==> src/rtl/bclp_pkg.sv <==
// ----------------------------------------------------------------------------
// Braille canvas line plotter - shared definitions
// Canvas geometry, word layouts, controller states and the braille dot table
// used by the controller, the datapath and the top level.
// ----------------------------------------------------------------------------
package bclp_pkg;

	// Canvas geometry and storage layout.
	localparam int CELL_COLS  = 128;
	localparam int CELL_ROWS  = 64;
	localparam int COLOR_BITS = 24;
	localparam int CELL_COUNT = CELL_COLS * CELL_ROWS;
	localparam int ADDR_W     = $clog2(CELL_COUNT);

	// Field widths of the command and result words.
	localparam int FUNC_W    = 2;
	localparam int COORD_W   = 8;
	localparam int IN_COLOR_W = 24;
	localparam int CCOL_W    = 7;
	localparam int CROW_W    = 6;
	localparam int GLYPH_W   = 14;
	localparam int DOTS_W    = 8;
	localparam int ACC_W     = COORD_W + 1;

	localparam logic [GLYPH_W-1:0] GLYPH_BASE = 14'h2800;

	// Operation codes.
	localparam logic [FUNC_W-1:0] FUNC_POINT = 2'd0;
	localparam logic [FUNC_W-1:0] FUNC_LINE  = 2'd1;
	localparam logic [FUNC_W-1:0] FUNC_READ  = 2'd2;

	typedef struct packed {
		logic [FUNC_W-1:0]     func;
		logic [COORD_W-1:0]    start_x;
		logic [COORD_W-1:0]    start_y;
		logic [COORD_W-1:0]    end_x;
		logic [COORD_W-1:0]    end_y;
		logic [IN_COLOR_W-1:0] color;
		logic [CCOL_W-1:0]     cell_col;
		logic [CROW_W-1:0]     cell_row;
	} cmd_t;

	typedef struct packed {
		logic [GLYPH_W-1:0]    glyph_code;
		logic [IN_COLOR_W-1:0] cell_color;
		logic                  occupied;
		logic                  done_res;
	} rsp_t;

	// One canvas cell as held in the store.
	typedef struct packed {
		logic [DOTS_W-1:0]     dots;
		logic [COLOR_BITS-1:0] color;
	} cell_t;

	typedef enum logic [2:0] {
		S_CLEAR,
		S_IDLE,
		S_DOT_RD,
		S_DOT_WR,
		S_CELL_RD,
		S_CELL_OUT
	} state_t;

	// Which result word the datapath builds.
	typedef enum logic [1:0] {
		RSP_DONE,
		RSP_NOOP,
		RSP_CELL
	} rsp_kind_t;

	// Commands from the controller to the datapath.
	typedef struct packed {
		logic      clear_en;
		logic      load_walk;
		logic      load_cell;
		logic      read_en;
		logic      use_cell;
		logic      write_en;
		logic      step;
		logic      rsp_load;
		rsp_kind_t rsp_kind;
	} ctl_t;

	// Status from the datapath to the controller.
	typedef struct packed {
		logic clear_last;
		logic dot_last;
		logic cell_in_range;
	} sts_t;

	// Braille dot bit for a dot at (row mod 4, column mod 2) inside its cell.
	function automatic logic [DOTS_W-1:0] dot_mask(input logic [1:0] sub_row,
			input logic sub_col);
		logic [DOTS_W-1:0] m;
		case (sub_row)
			2'd0:    m = sub_col ? 8'h08 : 8'h01;
			2'd1:    m = sub_col ? 8'h10 : 8'h02;
			2'd2:    m = sub_col ? 8'h20 : 8'h04;
			default: m = sub_col ? 8'h80 : 8'h40;
		endcase
		return m;
	endfunction

endpackage

==> src/rtl/bclp_ctrl.sv <==
// ----------------------------------------------------------------------------
// Braille canvas line plotter - controller
// Sequences the clearing sweep, the read-modify-write of each plotted dot,
// cell reads and the loading of the result word.
// ----------------------------------------------------------------------------
module bclp_ctrl (
	input  logic                          clk,
	input  logic                          arst_n,
	input  logic                          start,
	input  logic [bclp_pkg::FUNC_W-1:0]   func,
	input  bclp_pkg::sts_t                sts,
	output logic                          busy,
	output bclp_pkg::ctl_t                ctl
);
	import bclp_pkg::*;

	state_t state_q;
	state_t state_nxt;

	// State register.
	always_ff @(posedge clk or negedge arst_n) begin
		if (!arst_n) begin
			state_q <= S_CLEAR;
		end else begin
			state_q <= state_nxt;
		end
	end

	// Next state.
	always_comb begin
		state_nxt = state_q;
		case (state_q)
			S_CLEAR: begin
				if (sts.clear_last) state_nxt = S_IDLE;
			end
			S_IDLE: begin
				if (start) begin
					case (func)
						FUNC_POINT, FUNC_LINE: state_nxt = S_DOT_RD;
						FUNC_READ: begin
							if (sts.cell_in_range) state_nxt = S_CELL_RD;
						end
						default: state_nxt = S_IDLE;
					endcase
				end
			end
			S_DOT_RD:   state_nxt = S_DOT_WR;
			S_DOT_WR:   state_nxt = sts.dot_last ? S_IDLE : S_DOT_RD;
			S_CELL_RD:  state_nxt = S_CELL_OUT;
			S_CELL_OUT: state_nxt = S_IDLE;
			default:    state_nxt = S_CLEAR;
		endcase
	end

	// Datapath commands.
	always_comb begin
		ctl = '0;
		ctl.rsp_kind = RSP_DONE;
		case (state_q)
			S_CLEAR: ctl.clear_en = 1'b1;
			S_IDLE: begin
				if (start) begin
					case (func)
						FUNC_POINT, FUNC_LINE: ctl.load_walk = 1'b1;
						FUNC_READ: begin
							if (sts.cell_in_range) begin
								ctl.load_cell = 1'b1;
							end else begin
								ctl.rsp_load = 1'b1;
								ctl.rsp_kind = RSP_DONE;
							end
						end
						default: begin
							ctl.rsp_load = 1'b1;
							ctl.rsp_kind = RSP_NOOP;
						end
					endcase
				end
			end
			S_DOT_RD: ctl.read_en = 1'b1;
			S_DOT_WR: begin
				ctl.write_en = 1'b1;
				if (sts.dot_last) begin
					ctl.rsp_load = 1'b1;
					ctl.rsp_kind = RSP_DONE;
				end else begin
					ctl.step = 1'b1;
				end
			end
			S_CELL_RD: begin
				ctl.read_en  = 1'b1;
				ctl.use_cell = 1'b1;
			end
			S_CELL_OUT: begin
				ctl.rsp_load = 1'b1;
				ctl.rsp_kind = RSP_CELL;
			end
			default: ctl.clear_en = 1'b0;
		endcase
	end

	assign busy = (state_q != S_IDLE);

	// The clearing sweep only ever hands over to idle.
	a_clear_exit: assert property (@(posedge clk) disable iff (!arst_n)
		state_q == S_CLEAR |=> state_q == S_CLEAR || state_q == S_IDLE)
		else $error("clearing sweep left to a state other than idle");

	// Every dot read is followed by its write-back.
	a_rmw_pair: assert property (@(posedge clk) disable iff (!arst_n)
		state_q == S_DOT_RD |=> state_q == S_DOT_WR)
		else $error("dot read not followed by its write-back");

	// A walk that has not reached its last dot keeps going.
	a_walk_continues: assert property (@(posedge clk) disable iff (!arst_n)
		state_q == S_DOT_WR && !sts.dot_last |=> state_q == S_DOT_RD)
		else $error("line walk stopped before its last dot");

	// An accepted in-range cell read goes to the store.
	a_cell_read: assert property (@(posedge clk) disable iff (!arst_n)
		state_q == S_IDLE && start && func == FUNC_READ && sts.cell_in_range
		|=> state_q == S_CELL_RD)
		else $error("in-range cell read did not access the store");

endmodule

==> config.mk <==
export PLATFORM = sky130hd
export DESIGN_NAME = bclp_ctrl
export DESIGN_NICKNAME = d
export VERILOG_FILES = /design/src/rtl/bclp_pkg.sv /design/src/rtl/bclp_ctrl.sv
export SDC_FILE = /design/constraint.sdc
export NUM_CORES = 1
export LEC_CHECK = 0
export CORE_AREA = 2 2 39 41
export DETAILED_ROUTE_END_ITERATION = 8
export DIE_AREA = 0 0 41 43
export DONT_BUFFER_PORTS = 1
export GPL_ROUTABILITY_DRIVEN = 0
export HOLD_SLACK_MARGIN = 0.1
export PLACE_DENSITY = 0.49
export SLEW_MARGIN = 20
export SYNTH_ARGS = -nofsm -noshare
export SYNTH_HDL_FRONTEND = slang
export SYNTH_SLANG_ARGS = --single-unit
==> constraint.sdc <==
create_clock -name clk -period 3.27 [get_ports clk]
set_clock_uncertainty 0.15 [all_clocks]
set_input_delay 0.1635 -clock clk [delete_from_list [all_inputs] [get_ports clk]]
set_output_delay 0.1635 -clock clk [all_outputs]
set_load 0.03 [all_outputs]
# Word-level counts from Yosys, hierarchy flattened
# Cells that the tools add are included.
[totals]
word_cells = 38
inputBits = 8
register_bits = 3
out_inout_bits = 11
[classes]
muxes = 21
eq_ne = 11
reduce_logical = 5
[op_table]
columns = ["cell", "count"]
rows = [
  ["$mux W3", 6],
  ["$pmux W3 S6", 1],
  ["$pmux W3 S2", 2],
  ["$pmux W3 S3", 1],
  ["$mux W2", 4],
  ["$mux W1", 7],
  ["$eq A3 B2 Y1 const B", 2],
  ["$eq A3 B3 Y1 const B", 2],
  ["$ne A2 B2 Y1 const B", 2],
  ["$reduce_or A2 Y1", 2],
  ["$eq A3 B1 Y1 const B", 1],
  ["$logic_not A3 Y1", 1],
  ["$ne A3 B1 Y1 const B", 1],
  ["$ne A3 B3 Y1 const B", 1],
  ["$reduce_and A3 Y1", 1],
  ["$eq A2 B1 Y1 const B", 1],
  ["$eq A2 B2 Y1 const B", 1],
  ["$logic_not A2 Y1", 1],
]

# Depth between registers and ports, before layout
[logic_depth]
word_depth = 5
mapped_depth = 4
mapped_depth_nobuf = 3

# Worst setup path after synthesis
# Ideal clock, no wire load.
[synth_path]
path_kind = "register to output"
from = "register state_q[2]"
to = "output ctl[3] in the netlist's numbering"
path_slack_ps = 1441
arrival_ps = 1516
required_ps = 2957
stages_incl_launch_ff = 5
path_buffers = 1
path_cell_list = "dfrtp_1 -> buf_2 -> nor2b_1 -> and2_1 -> nor2b_1"
[synth_lines]
columns = ["item", "line_no", "source"]
rows = [
  ["start: declaration", "bclp_ctrl.sv:17", "state_t state_q;"],
  ["start signal: assignment", "bclp_ctrl.sv:25", "state_q <= state_nxt;"],
  ["end: declaration", "bclp_ctrl.sv:13", "output bclp_pkg::ctl_t ctl"],
]

==> impl_metrics.ini <==
[sta]
final-hold-violation-count = 0
postLayoutSetupSlackWorst_ps = 1080
min_period_over_period = 0.669
maxSlewViolCount = 0
max_slew.worst_pin.slew_ps = 928
finalCriticalPeriod_ps = 2190
rsz0062_at_grt = false
totalNegativeSetupSlack_ps = 0
timing.hold.ws_ps = 110
finalSetupViolations = 0
max_slew_margin = 0.376
peak_clock_frequency_supported_by_timing_ghz = 0.457

[global_routing]
grt.overflow.total = 0
met2_usage = 0.141
grt_start_max_net_pins = 13
grt_antenna_before_repair = 0
grt_use_met3 = 0.0419
grtUsageMet1 = 0.145
gr-max-usage-layer = met1
track_usage = 0.117
first_global_vias = 327
grt_first_pass_wirelength_um = 1320

[critical_path]
crit_type = flip-flop to output pin
startpoint_of_the_worst_slack_reg_to_reg_timing_path = state_q[1]
worst_path_most_repeated_cell = nor2b_1
setup.worst_path.start = state_q[1]
critical_path_required_ps = 2960
timing.critical_path.arrival_ps = 1870
critPathMaxStageDelay_ps = 540
worstPathCellList = nor2b_1, and2_1, nor2b_1
crit_path_top_delay_cell = nor2b_1
worst_r2r_endpoint = state_q[1]
timing.critical_path.buf_inv = 0
critical_path.top_delay_family = simple AND/OR/NAND/NOR gates
path_max_fanout = 12
critical_path_start_type = flip-flop
r2r_slack_ps = 1390
worst_reg_to_reg_cells = 4
critPathCaptureType = output pin

[synthesis]
synthTopCellsByCount = nor2b_1 (6), nand2b_1 (4), dfrtp_1 (3), nor3_1 (3)
synth_top_cell_area_share = 0.223
yosys_most_used_dff = dfrtp_1
synth_most_common_cell = nor2b_1
number_of_standard_cells_after_synthesis = 43
asyncSetResetFlopFracSynth = 1.00
post_synth_main_area_contributors = dfrtp_1 (22%), nor2b_1 (11%), nand2b_1 (7.4%)
synth.distinct_cells = 26
netlist_area_um2 = 337
yosys_warnings = 0
post_synth.cell_area_avg_um2 = 7.83
seq_area_frac_synth = 0.223
synth_fp_nets = 51
synth-edff-count = 0
largest_area_contributor_in_the_synthesized_netlist = dfrtp_1
postSynthRegisterBits = 3

[clock_network]
max-clock-path-buffers = 2
clkLatencyLatePin_ps = 240
path_clk_slew_ps = 40
tritoncts_num_sinks = 3
cts-buffers-inserted = 3
cts_root_buffer = clkbuf_4
cts_tree = built
cts_htree_levels = 1
cts.repair_timing.setup_buffer_count = 0

[floorplanning]
die-area_mm2 = 0.00176
floorplan.initialDensity = 0.243
std_cell_rows = 14
die_h_um = 43
core_region_area_mm2 = 0.00138
dieWidth_um = 41
number_of_top_level_pins = 19

[power_and_ir_drop]
power.net_switching_mw = 0.193
combinationalPowerShare = 0.587
power.share.sequential = 0.228
cell_internal_power_mw = 0.177
pwr_density_cell_mw_per_mm2 = 873
power.clock.fraction = 0.185
switching_share = 0.522
vdd.ir_drop.worst_mv = 0.194
lkg_pwr_nw = 0.169

[worst_hold_path]
min_delay_path_depth = 2
worst_hold_path_type = input pin to flip-flop
hold_start = start
timing.hold.worst_endpoint = state_q[0]

[final_layout]
insertedDiodeCount = 0
largest-register = state_q
layout_top_registers = state_q x3
final_layout_size_suffix_gt1_frac = 0.100
layout-area-overhead-vs-synth_pct = 25.7
fillerInstances = 160
finalNetCount = 59
largest_register_ffs = 3

[drt]
drt_drc_violations_left = 0
drt-pass1-iter-count = 4
route.vias.total = 354
routed_wire_length_per_instance_um = 12.6
final_antenna_net_count = 0
drt-total-wl_um = 830
avgViaCountPerCell = 5.36
dr.first_iter.drc_count = 5

[run]
max-cap-violations = 0

[place]
dp_hpwl_um = 569
worst_setup_slack_post_dpl_ps = 1320
port-buffer-count = 0

[run_status]
result_of_the_run = finished clean
## worst max-delay path by stage
stage                  end  depth (start not counted)
detailed placement  ctl[3]                          3
global placement    ctl[3]                          3
CTS                 ctl[3]                          3
global route        ctl[3]                          3
floorplan           ctl[3]                          4
finish              ctl[3]                          3
## cells by family after synthesis
family / count (synthesis) / synth area share
compound gates: 9 / 0.219
buf+inv: 4 / 0.0706
flops: 3 / 0.223
simple gates: 27 / 0.487
## placed cells by master, fill, tap and decap left out
cell type,instances
a311oi_1,1
nor3b_1,1
clkbuf_1,1
dlygate4sd3_1,6
a2bb2oi_1,1
a32o_1,1
nor2_1,2
nand2_1,2
or3b_1,1
a32oi_1,1
and2b_1,1
o21ba_2,1
and3_1,2
nor2b_1,6
dfrtp_1,3
a211oi_1,2
nor3_1,3
nand2b_1,4
nand3b_1,1
a21oi_1,1
nand4_1,1
inv_1,1
a21o_1,1
nand2b_2,1
clkbuf_4,3
or3_1,1
and2_1,1
## stage by stage
step	std cells	power (mW)	utilization	area, um^2
2_1_floorplan	43	0.277	-	337
3_3_place_gp	56	0.288	0.243	337
3_5_place_dp	56	0.287	0.243	337
4_1_cts	66	0.372	0.306	423
5_1_grt	66	0.402	0.306	423
6_report	66	0.369	0.306	423
## power groups by stage
stage / sequential (mW) / combinational [mW] / clock [mW]
2_1_floorplan: 0.0555 / 0.221 / 0
3_3_place_gp: 0.0851 / 0.203 / 0
3_5_place_dp: 0.0854 / 0.202 / 0
4_1_cts: 0.0848 / 0.217 / 0.0703
5_1_grt: 0.0897 / 0.239 / 0.0725
6_report: 0.0842 / 0.217 / 0.0683
## metal layers
metal | part of all wire | routed length, um
met1 | 0.43 | 359
met2 | 0.45 | 375
met3 | 0.096 | 80
met4 | 0.017 | 14
met5 | 0 | 0
## repair_timing
action	in CTS	in global routing
hold buffers	6	0
endpoints found under the hold margin	5	0
resized for setup	0	0
setup endpoints to repair	0	0
## worst reg2reg max path: stages (launching register included)
cell           delay [ps]
dfrtp_1               480
nand2b_2              270
a2bb2oi_1             150
dlygate4sd3_1         580
nor3_1                170
## layout make-up
cell class | instances | area [um^2] | share of cell area
multi-input combinational | 36 | 238 | 0.562
sequential | 3 | 75.1 | 0.178
timing repair buffer | 6 | 60.1 | 0.142
clock buffer | 4 | 26.3 | 0.0621
tap | 16 | 20.0 | 0.0473
inverter | 1 | 3.75 | 0.00888
Power figures use the tool's default switching activity.
